$ cat src/rtl/msp_pkg.sv
`timescale 1ns / 1ps
// Shared types and constants for the multiplexed servo pulse generator.
// No dependencies; imported by every module of the block except msp_ram.
package msp_pkg;

    // Byte and output widths fixed by the interface
    localparam int ByteW   = 8;
    localparam int PulseW  = 24;
    localparam int CfgIdxW = 8;
    localparam int LevelExtW = 64;

    // Reset values
    localparam logic [ByteW-1:0] CenterPos       = 8'd187;
    localparam logic [ByteW-1:0] ArmMarkerRst    = 8'd11;
    localparam logic [ByteW-1:0] DisarmMarkerRst = 8'd22;

    // Item kinds
    typedef enum logic {
        CMD_TICK = 1'b0,
        CMD_BYTE = 1'b1
    } cmd_t;

    // Configuration register indexes
    typedef enum logic [CfgIdxW-1:0] {
        REG_ARM_MARKER    = 8'd0,
        REG_DISARM_MARKER = 8'd1
    } cfg_reg_t;

endpackage

$ cat src/rtl/msp_ram.sv
`timescale 1ns / 1ps
// Generic single-write, single-read RAM with registered read data.
// No dependencies.
module msp_ram #(
    parameter int WIDTH = 8,
    parameter int DEPTH = 24
) (
    input  logic                     clk,
    input  logic                     wr_en,
    input  logic [$clog2(DEPTH)-1:0] wr_addr,
    input  logic [WIDTH-1:0]         wr_data,
    input  logic [$clog2(DEPTH)-1:0] rd_addr,
    output logic [WIDTH-1:0]         rd_data
);

    logic [WIDTH-1:0] mem [DEPTH];
    logic [WIDTH-1:0] rd_data_reg;

    // Write port and registered read (read returns old data on collision)
    always_ff @(posedge clk)
    begin
        if (wr_en)
        begin
            mem[wr_addr] <= wr_data;
        end
        rd_data_reg <= mem[rd_addr];
    end

    assign rd_data = rd_data_reg;

endmodule

$ cat src/rtl/msp_loader.sv
`timescale 1ns / 1ps
// Byte loader: marker decode, armed flag and position write index.
// Depends on msp_pkg.
module msp_loader #(
    parameter int SERVO_COUNT = 24
) (
    input  logic                            clk,
    input  logic                            rst_n,
    input  logic                            byte_fire,
    input  logic [msp_pkg::ByteW-1:0]       data_byte,
    input  logic [msp_pkg::ByteW-1:0]       arm_marker,
    input  logic [msp_pkg::ByteW-1:0]       disarm_marker,
    output logic                            wr_en,
    output logic [$clog2(SERVO_COUNT)-1:0]  wr_addr,
    output logic [msp_pkg::ByteW-1:0]       wr_data,
    output logic                            stored
);
    import msp_pkg::*;

    localparam int AW = $clog2(SERVO_COUNT);
    localparam logic [AW-1:0] LastIdx = AW'(SERVO_COUNT - 1);

    logic          armed_reg, armed_next;
    logic [AW-1:0] widx_reg, widx_next;
    logic          is_arm, is_disarm;

    assign is_arm    = (data_byte == arm_marker);
    assign is_disarm = (data_byte == disarm_marker);

    // Disarm applies first, arm second; other bytes store while armed
    always_comb
    begin
        armed_next = armed_reg;
        widx_next  = widx_reg;
        stored     = 1'b0;
        if (byte_fire)
        begin
            if (is_disarm)
            begin
                armed_next = 1'b0;
                widx_next  = '0;
            end
            if (is_arm)
            begin
                armed_next = 1'b1;
                widx_next  = '0;
            end
            if (!is_arm && !is_disarm && armed_reg)
            begin
                stored    = 1'b1;
                widx_next = (widx_reg == LastIdx) ? '0 : widx_reg + AW'(1);
            end
        end
    end

    assign wr_en   = stored;
    assign wr_addr = widx_reg;
    assign wr_data = data_byte;

    always_ff @(posedge clk or negedge rst_n)
    begin
        if (!rst_n)
        begin
            armed_reg <= 1'b0;
            widx_reg  <= '0;
        end
        else
        begin
            armed_reg <= armed_next;
            widx_reg  <= widx_next;
        end
    end

    // Write index stays inside the position store
    a_widx_range: assert property (@(posedge clk) disable iff (!rst_n)
        widx_reg <= LastIdx)
        else $error("write index out of range");

    // A store only happens while armed, and never on a marker byte
    a_store_armed: assert property (@(posedge clk) disable iff (!rst_n)
        stored |-> (armed_reg && !is_arm && !is_disarm))
        else $error("store without arm or on marker");

    // A marker byte restarts the write index
    a_marker_restart: assert property (@(posedge clk) disable iff (!rst_n)
        (byte_fire && (is_arm || is_disarm)) |=> (widx_reg == '0))
        else $error("marker did not restart write index");

endmodule

$ cat src/rtl/msp_pulse.sv
`timescale 1ns / 1ps
// Pulse timer: position store, tick counter, slot, compares and pulse levels.
// Depends on msp_pkg and msp_ram.
module msp_pulse #(
    parameter int SERVO_COUNT = 24
) (
    input  logic                            clk,
    input  logic                            rst_n,
    input  logic                            tick_fire,
    input  logic                            wr_en,
    input  logic [$clog2(SERVO_COUNT)-1:0]  wr_addr,
    input  logic [msp_pkg::ByteW-1:0]       wr_data,
    output logic [SERVO_COUNT-1:0]          levels_next
);
    import msp_pkg::*;

    localparam int AW   = $clog2(SERVO_COUNT);
    localparam int Half = SERVO_COUNT / 2;
    localparam int SW   = (Half > 1) ? $clog2(Half) : 1;
    localparam logic [SW-1:0] LastSlot = SW'(Half - 1);

    logic [ByteW-1:0]       tick_reg, tick_next;
    logic [SW-1:0]          slot_reg, slot_next;
    logic [ByteW-1:0]       cmp_a_reg, cmp_a_next;
    logic [ByteW-1:0]       cmp_b_reg, cmp_b_next;
    logic [SERVO_COUNT-1:0] levels_reg;
    logic [SERVO_COUNT-1:0] valid_reg;
    logic                   fwd_en_reg;
    logic [AW-1:0]          fwd_addr_reg;
    logic [ByteW-1:0]       fwd_data_reg;

    logic [AW-1:0]          addr_a, addr_b;
    logic [ByteW-1:0]       rd_a, rd_b;
    logic [ByteW-1:0]       pos_a, pos_b;
    logic [SERVO_COUNT-1:0] mask_a, mask_b, start_mask;

    // Addresses of the current slot pair
    assign addr_a = AW'(slot_reg);
    assign addr_b = AW'(slot_reg) + AW'(Half);

    // Two copies of the store, one per read address
    msp_ram #(.WIDTH(ByteW), .DEPTH(SERVO_COUNT)) u_ram_a (
        .clk     (clk),
        .wr_en   (wr_en),
        .wr_addr (wr_addr),
        .wr_data (wr_data),
        .rd_addr (addr_a),
        .rd_data (rd_a)
    );

    msp_ram #(.WIDTH(ByteW), .DEPTH(SERVO_COUNT)) u_ram_b (
        .clk     (clk),
        .wr_en   (wr_en),
        .wr_addr (wr_addr),
        .wr_data (wr_data),
        .rd_addr (addr_b),
        .rd_data (rd_b)
    );

    // Forward last cycle's write, unwritten entries read as center
    always_comb
    begin
        if (fwd_en_reg && (fwd_addr_reg == addr_a))
            pos_a = fwd_data_reg;
        else if (valid_reg[addr_a])
            pos_a = rd_a;
        else
            pos_a = CenterPos;
        if (fwd_en_reg && (fwd_addr_reg == addr_b))
            pos_b = fwd_data_reg;
        else if (valid_reg[addr_b])
            pos_b = rd_b;
        else
            pos_b = CenterPos;
    end

    // Group masks and start decode
    always_comb
    begin
        for (int i = 0; i < SERVO_COUNT; i++)
        begin
            mask_a[i]     = (i < Half);
            mask_b[i]     = (i >= Half) && (i < 2 * Half);
            start_mask[i] = (AW'(i) == addr_a) || (AW'(i) == addr_b);
        end
    end

    // Tick update: clear on compare match, start pair on wrap
    always_comb
    begin
        tick_next   = tick_reg;
        slot_next   = slot_reg;
        cmp_a_next  = cmp_a_reg;
        cmp_b_next  = cmp_b_reg;
        levels_next = levels_reg;
        if (tick_fire)
        begin
            tick_next = tick_reg + ByteW'(1);
            if (tick_next == cmp_a_reg)
                levels_next = levels_next & ~mask_a;
            if (tick_next == cmp_b_reg)
                levels_next = levels_next & ~mask_b;
            if (tick_next == '0)
            begin
                levels_next = levels_next | start_mask;
                cmp_a_next  = pos_a;
                cmp_b_next  = pos_b;
                slot_next   = (slot_reg == LastSlot) ? '0 : slot_reg + SW'(1);
            end
        end
    end

    always_ff @(posedge clk or negedge rst_n)
    begin
        if (!rst_n)
        begin
            tick_reg   <= '0;
            slot_reg   <= '0;
            cmp_a_reg  <= '0;
            cmp_b_reg  <= '0;
            levels_reg <= '0;
            valid_reg  <= '0;
            fwd_en_reg <= 1'b0;
        end
        else
        begin
            tick_reg   <= tick_next;
            slot_reg   <= slot_next;
            cmp_a_reg  <= cmp_a_next;
            cmp_b_reg  <= cmp_b_next;
            levels_reg <= levels_next;
            fwd_en_reg <= wr_en;
            if (wr_en)
            begin
                valid_reg[wr_addr] <= 1'b1;
            end
        end
    end

    // Forward data needs no reset
    always_ff @(posedge clk)
    begin
        fwd_addr_reg <= wr_addr;
        fwd_data_reg <= wr_data;
    end

    // Slot stays inside the half count
    a_slot_range: assert property (@(posedge clk) disable iff (!rst_n)
        slot_reg <= LastSlot)
        else $error("slot out of range");

    // Servos outside both groups never pulse
    a_outside_quiet: assert property (@(posedge clk) disable iff (!rst_n)
        (levels_reg & ~(mask_a | mask_b)) == '0)
        else $error("pulse on servo outside groups");

    // A wrap tick starts the slot pair
    a_wrap_start: assert property (@(posedge clk) disable iff (!rst_n)
        (tick_fire && (tick_reg == '1)) |=> ((levels_reg & $past(start_mask)) != '0))
        else $error("wrap did not start slot pair");

endmodule

$ cat src/rtl/multiplexed_servo_pulse_generator.sv
`timescale 1ns / 1ps
// Multiplexed servo pulse generator: 1 item per cycle sustained while out_ready
// holds, set by the single result register after the per-item update logic.
// The result is registered and valid in the cycle after the input transfer.
// Input is taken while the result register is empty or being drained.
// Reset (rst_n, async low) clears counters, levels and armed state, and restores
// the markers to 11 and 22; positions read as center until written.
// Depends on msp_pkg and submodules.
module multiplexed_servo_pulse_generator #(
    parameter int SERVO_COUNT = 24
) (
    input  logic                         clk,
    input  logic                         rst_n,
    // Configuration write channel
    input  logic                         cfg_valid,
    output logic                         cfg_ready,
    input  logic [msp_pkg::CfgIdxW-1:0]  cfg_index,
    input  logic [msp_pkg::ByteW-1:0]    cfg_data,
    // Item input channel
    input  logic                         in_valid,
    output logic                         in_ready,
    input  logic                         cmd,
    input  logic [msp_pkg::ByteW-1:0]    data_byte,
    // Result output channel
    output logic                         out_valid,
    input  logic                         out_ready,
    output logic [msp_pkg::PulseW-1:0]   servo_pulses,
    output logic                         byte_stored
);
    import msp_pkg::*;

    localparam int AW = $clog2(SERVO_COUNT);

    logic [ByteW-1:0]       arm_marker_reg;
    logic [ByteW-1:0]       disarm_marker_reg;
    logic                   out_valid_reg;
    logic [PulseW-1:0]      pulses_reg;
    logic                   stored_reg;

    logic                   in_fire, tick_fire, byte_fire;
    logic                   wr_en, stored;
    logic [AW-1:0]          wr_addr;
    logic [ByteW-1:0]       wr_data;
    logic [SERVO_COUNT-1:0] levels_next;
    logic [LevelExtW-1:0]   levels_ext;

    // Handshake: output register frees up on a downstream transfer
    assign cfg_ready = 1'b1;
    assign in_ready  = !out_valid_reg || out_ready;
    assign in_fire   = in_valid && in_ready;
    assign tick_fire = in_fire && (cmd == CMD_TICK);
    assign byte_fire = in_fire && (cmd == CMD_BYTE);

    // Configuration registers
    always_ff @(posedge clk or negedge rst_n)
    begin
        if (!rst_n)
        begin
            arm_marker_reg    <= ArmMarkerRst;
            disarm_marker_reg <= DisarmMarkerRst;
        end
        else if (cfg_valid && cfg_ready)
        begin
            case (cfg_index)
                REG_ARM_MARKER:    arm_marker_reg    <= cfg_data;
                REG_DISARM_MARKER: disarm_marker_reg <= cfg_data;
                default:           ;
            endcase
        end
    end

    msp_loader #(.SERVO_COUNT(SERVO_COUNT)) u_loader (
        .clk           (clk),
        .rst_n         (rst_n),
        .byte_fire     (byte_fire),
        .data_byte     (data_byte),
        .arm_marker    (arm_marker_reg),
        .disarm_marker (disarm_marker_reg),
        .wr_en         (wr_en),
        .wr_addr       (wr_addr),
        .wr_data       (wr_data),
        .stored        (stored)
    );

    msp_pulse #(.SERVO_COUNT(SERVO_COUNT)) u_pulse (
        .clk         (clk),
        .rst_n       (rst_n),
        .tick_fire   (tick_fire),
        .wr_en       (wr_en),
        .wr_addr     (wr_addr),
        .wr_data     (wr_data),
        .levels_next (levels_next)
    );

    // Visible levels: low 24 servos, zero above the servo count
    assign levels_ext = LevelExtW'(levels_next);

    // Result register
    always_ff @(posedge clk or negedge rst_n)
    begin
        if (!rst_n)
        begin
            out_valid_reg <= 1'b0;
        end
        else if (in_ready)
        begin
            out_valid_reg <= in_valid;
        end
    end

    always_ff @(posedge clk)
    begin
        if (in_fire)
        begin
            pulses_reg <= levels_ext[PulseW-1:0];
            stored_reg <= stored;
        end
    end

    assign out_valid    = out_valid_reg;
    assign servo_pulses = pulses_reg;
    assign byte_stored  = stored_reg;

    // Every accepted item yields a result next cycle
    a_fire_result: assert property (@(posedge clk) disable iff (!rst_n)
        in_fire |=> out_valid)
        else $error("accepted item produced no result");

    // A tick item never reports a stored byte
    a_tick_no_store: assert property (@(posedge clk) disable iff (!rst_n)
        tick_fire |=> !byte_stored)
        else $error("tick reported a stored byte");

    // An empty result register always takes input
    a_empty_ready: assert property (@(posedge clk) disable iff (!rst_n)
        !out_valid |-> in_ready)
        else $error("input stalled with empty result register");

endmodule
$ cat config.mk
export PLATFORM = sky130hd
export DESIGN_NAME = multiplexed_servo_pulse_generator
export DESIGN_NICKNAME = d
export VERILOG_FILES = /design/src/rtl/msp_pkg.sv /design/src/rtl/msp_ram.sv /design/src/rtl/msp_loader.sv /design/src/rtl/msp_pulse.sv /design/src/rtl/multiplexed_servo_pulse_generator.sv
export SDC_FILE = /design/constraint.sdc
export NUM_CORES = 1
export LEC_CHECK = 0
export BUFFER_PORTS_ARGS = -buffer_cell sky130_fd_sc_hd__buf_4
export CORE_ASPECT_RATIO = 0.6
export CORE_UTILIZATION = 45
export CTS_BUF_LIST = sky130_fd_sc_hd__clkbuf_8
export DETAILED_ROUTE_END_ITERATION = 8
export PLACE_DENSITY_LB_ADDON = 0.05
export SETUP_SLACK_MARGIN = 0.2
export SLEW_MARGIN = 10
export SYNTH_ARGS = -nofsm -noshare
export SYNTH_HDL_FRONTEND = slang
export SYNTH_SLANG_ARGS = --single-unit
$ cat constraint.sdc
create_clock -name clk -period 6.3 [get_ports clk]
set_input_delay 1.89 -clock clk [delete_from_list [all_inputs] [get_ports clk]]
set_output_delay 1.89 -clock clk [all_outputs]
set_load 0.05 [all_outputs]
==> results by group <==
Die
  – Io pins: 58
  – Die Height: 140 um
  – Initial Utilization: 45.8%
  – Die Area: 32600 um^2
  – Core ar.: 31300 um^2
  – Die Span X: 232 um
  – Site row count: 50

Global route
  – Vias in the first global route: 8425
  – Total Routing Usage GR: 22.1%
  – First-pass GRT wire length: 52800 um
  – Grt ovf: 0
  – Initial antenna violation count: 1
  – Largest net degree at the start of global routing: 63

Critical path
  – CP cell instances: buf_4 > xnor2_1 > nand4_1 > nor2_1 > nor4b_2 > nand2_1 > nor2_1
  – Startpoint types: primary input
  – Critical Path RT: 6.52 ns
  – CP max stage delay: 0.88 ns
  – Worst Path Max Fanout: 27
  – CP max stage cell: nor4b_2
  – Critical path's most frequent cell: nor2_1
  – Kind of critical path: primary input to register
  – CP arrival: 4.94 ns
  – CP Buf/Inv Count: 1
  – Family with the most delay on the worst path: simple AND/OR/NAND/NOR gates
  – CP Capture Type: register

Clock tree
  – H-tree Lvls: 2
  – CTS root buf: clkbuf_8
  – Clock Latency Late Sink: 0.60 ns
  – CTS buffer count: 51
  – CTS Hold Bufs: 0
  – Post-CTS Setup Repair Bufs: 0
  – CTS tree: built
  – CTS resizes: 0
  – CTS Sinks: 346
  – Max clock buf depth: 3
  – Worst-path clk slew: 0.06 ns

Route
  – Drt first-iter violations: 723
  – DRC: 0
  – Post-route ant nets: 0
  – Vias per cell: 5.70
  – Via count: 8148
  – Detailed Routing Iterations Pass 1: 6
  – Routed len/inst: 24.4 um
  – Final WL: 34800 um

Finish
  – Most common cell after layout, fill and taps aside: edfxtp_1
  – Multi-input logic area: 4420 um^2
  – Post-Layout Cell Count: 1429
  – Share of post-route cells with drive strength above 1: 25.2%
  – Layout Nets: 1018
  – Register area: 9610 um^2
  – Commonest non-fill, non-tap cells in the layout: edfxtp_1 (217), dfrtp_1 (92), mux4_2 (69), buf_4 (64), nand2_1 (63)
  – Area grow syn2layout: 13.0%
  – Max reg flops: 192
  – FILL cells: 2594
  – Largest Register: u_pulse.u_ram_b.mem
  – Antenna Cells: 0

STA
  – RSZ-0062 raised after global routing: false
  – Layout Skew: 0.0128 ns
  – Hold WS: 0.472 ns
  – Max Slew Vio Count: 0
  – Finish-stage setup viols: 0
  – Final worst slack: 1.58 ns
  – Fmax: 212 MHz
  – Post-layout min period: 4.72 ns
  – Worst slew pin tran: 1.17 ns
  – Final Hold Fails: 0
  – Setup TNS: 0 ns
  – Period Utilization, post-route: 74.9%
  – Rel. slew slack: 21.4%

Power
  – Clock Power Share: 34.1%
  – Sw Pwr: 1620 uW
  – Switching part of the total: 28.4%
  – Power Density: 351 nW/um^2
  – Flop pwr share: 49.1%
  – Total power: 5690 uW
  – Logic pwr share: 16.9%
  – Internal: 4070 uW
  – Worst ir drop on vdd: 0.173 mV
  – Leakage power: 0.00594 uW

Placed design
  – IO buf count: 56
  – DP Wirelength: 23100 um
  – Inst Count DP: 1333
  – Routability congestion estimate: 0.837
  – Place WS: 0.990 ns

Flow run
  – Max-cap violation count: 0

Synth
  – Post-synthesis cell count: 900
  – EDFF count, synth: 217
  – Syn. warnings: 0
  – Sequential area share after synthesis: 67.0%
  – Primary FF master, synth: edfxtp_1
  – Netlist cell types: 65
  – Netlist Area Pre-Place: 14300 um^2
  – Synth Net Count: 948
  – Seq cells post-synth: 346
  – Synth async-reset ratio: 28.9%
  – Avg Inst Size Synth: 15.9 um^2

Min path
  – HP Class: register to register

Status
  – Status: complete, no violations
## worst paths after layout
kind                                                    from                                   to  slack, ns  depth (start not counted)
setup / recovery                                data_byte[1]  u_pulse.u_ram_b.mem[5][1]$_DFFE_PP_       1.58                          7
hold / removal             u_pulse.valid_reg[15]$_DFFE_PN0P_    u_pulse.valid_reg[15]$_DFFE_PN0P_       0.47                          1
setup reg to reg             u_pulse.slot_reg[3]$_DFFE_PN0P_     u_pulse.cmp_b_reg[5]$_DFFE_PN0P_       2.46                          8
hold reg to reg            u_pulse.valid_reg[15]$_DFFE_PN0P_    u_pulse.valid_reg[15]$_DFFE_PN0P_       0.47                          1
max in group asynchronous                              rst_n        arm_marker_reg[0]$_DFFE_PN1P_       3.82                          2
min in group asynchronous                              rst_n      u_pulse.tick_reg[0]$_DFFE_PN0P_       1.38                          1
## metal layers
layer | global-route usage [%] | vias up | part of all wire, %
li1 | - | 3589 | -
met3 | 6.39 | 50 | 7.5
met5 | 0 | - | 0
met1 | 34.4 | 4256 | 49
met4 | 4.88 | 0 | 1.4
met2 | 30.4 | 253 | 42
## kinds of logic (layout without fill, tap and decap cells)
kind of cell | count (synthesis) | in the layout | share of synthesized area [%]
adder cells (fa/ha/maj) | 18 | 18 | 1.57
other | 1 | 1 | 0.0262
buffers and inverters | 62 | 175 | 2.09
AO/OA/AOI/OAI | 119 | 119 | 6.09
XOR/XNOR | 49 | 49 | 2.99
AND/OR/NAND/NOR | 208 | 208 | 7.19
multiplexers | 97 | 97 | 13.0
flip-flops | 346 | 346 | 67.0
## power groups by stage
stage | clock [uW] | combinational, uW | sequential [uW]
after floorplan | 0 | 774 | 2700
after global placement | 0 | 941 | 2840
after detailed placement | 0 | 954 | 2840
after CTS | 1970 | 959 | 2800
after global routing | 2070 | 1030 | 2820
final | 1940 | 959 | 2790
## worst reg2reg max path, cell delays in order (launching register included)
cell	delay [ns]
dfrtp_1	1.01
inv_1	0.45
ha_1	0.46
inv_1	0.63
o311ai_0	0.28
nor3_1	0.31
a311oi_4	0.13
nor3_1	0.31
o31ai_2	0.09
## through the flow
stage | util, % | area, um^2
floorplan | - | 14300
global placement | 48.3 | 15100
detailed placement | 48.3 | 15100
CTS | 51.8 | 16200
global route | 51.8 | 16200
finish | 51.8 | 16200
## cells in the mapped netlist (all sizes together), types with 2 or more instances
cell type  number  share of area [%]
a211oi          3               0.16
a21boi          2               0.10
a21o            5               0.26
a21oi          12               0.42
a22o            4               0.24
a2bb2oi         3               0.18
a311oi          2               0.24
a31oi           9               0.39
a32oi           2               0.12
and2            5               0.24
and3            3               0.13
and4            5               0.32
buf            26                1.1
clkbuf         21               0.55
dfrtp          94                 16
dfstp           6                1.1
dfxtp          29                4.1
edfxtp        217                 45
ha             18                1.6
inv            15               0.39
mux2           24                1.9
mux2i           4               0.28
mux4           69                 11
nand2          63                1.7
nand2b          5               0.22
nand3          16               0.56
nand3b          3               0.16
nand4           8               0.45
nor2           54                1.4
nor2b           5               0.22
nor3           16               0.56
nor4            5               0.22
nor4b           2               0.17
o2111ai         2               0.12
o21ai          21               0.73
o21bai         21                1.1
o22ai           3               0.13
o2bb2ai        18                1.1
o31ai           6               0.35
or2             5               0.22
or3             8               0.35
or4             4               0.26
xnor2          37                2.3
xor2           12               0.73
## area by class of cell
class | count | area share (%)
sequential | 346 | 59.3
multi-input combinational | 492 | 27.3
clock inverter | 35 | 1.64
tap | 416 | 3.21
clock buffer | 61 | 5.18
inverter | 15 | 0.348
timing repair buffer | 64 | 2.97
Power figures use the tool's default switching activity.
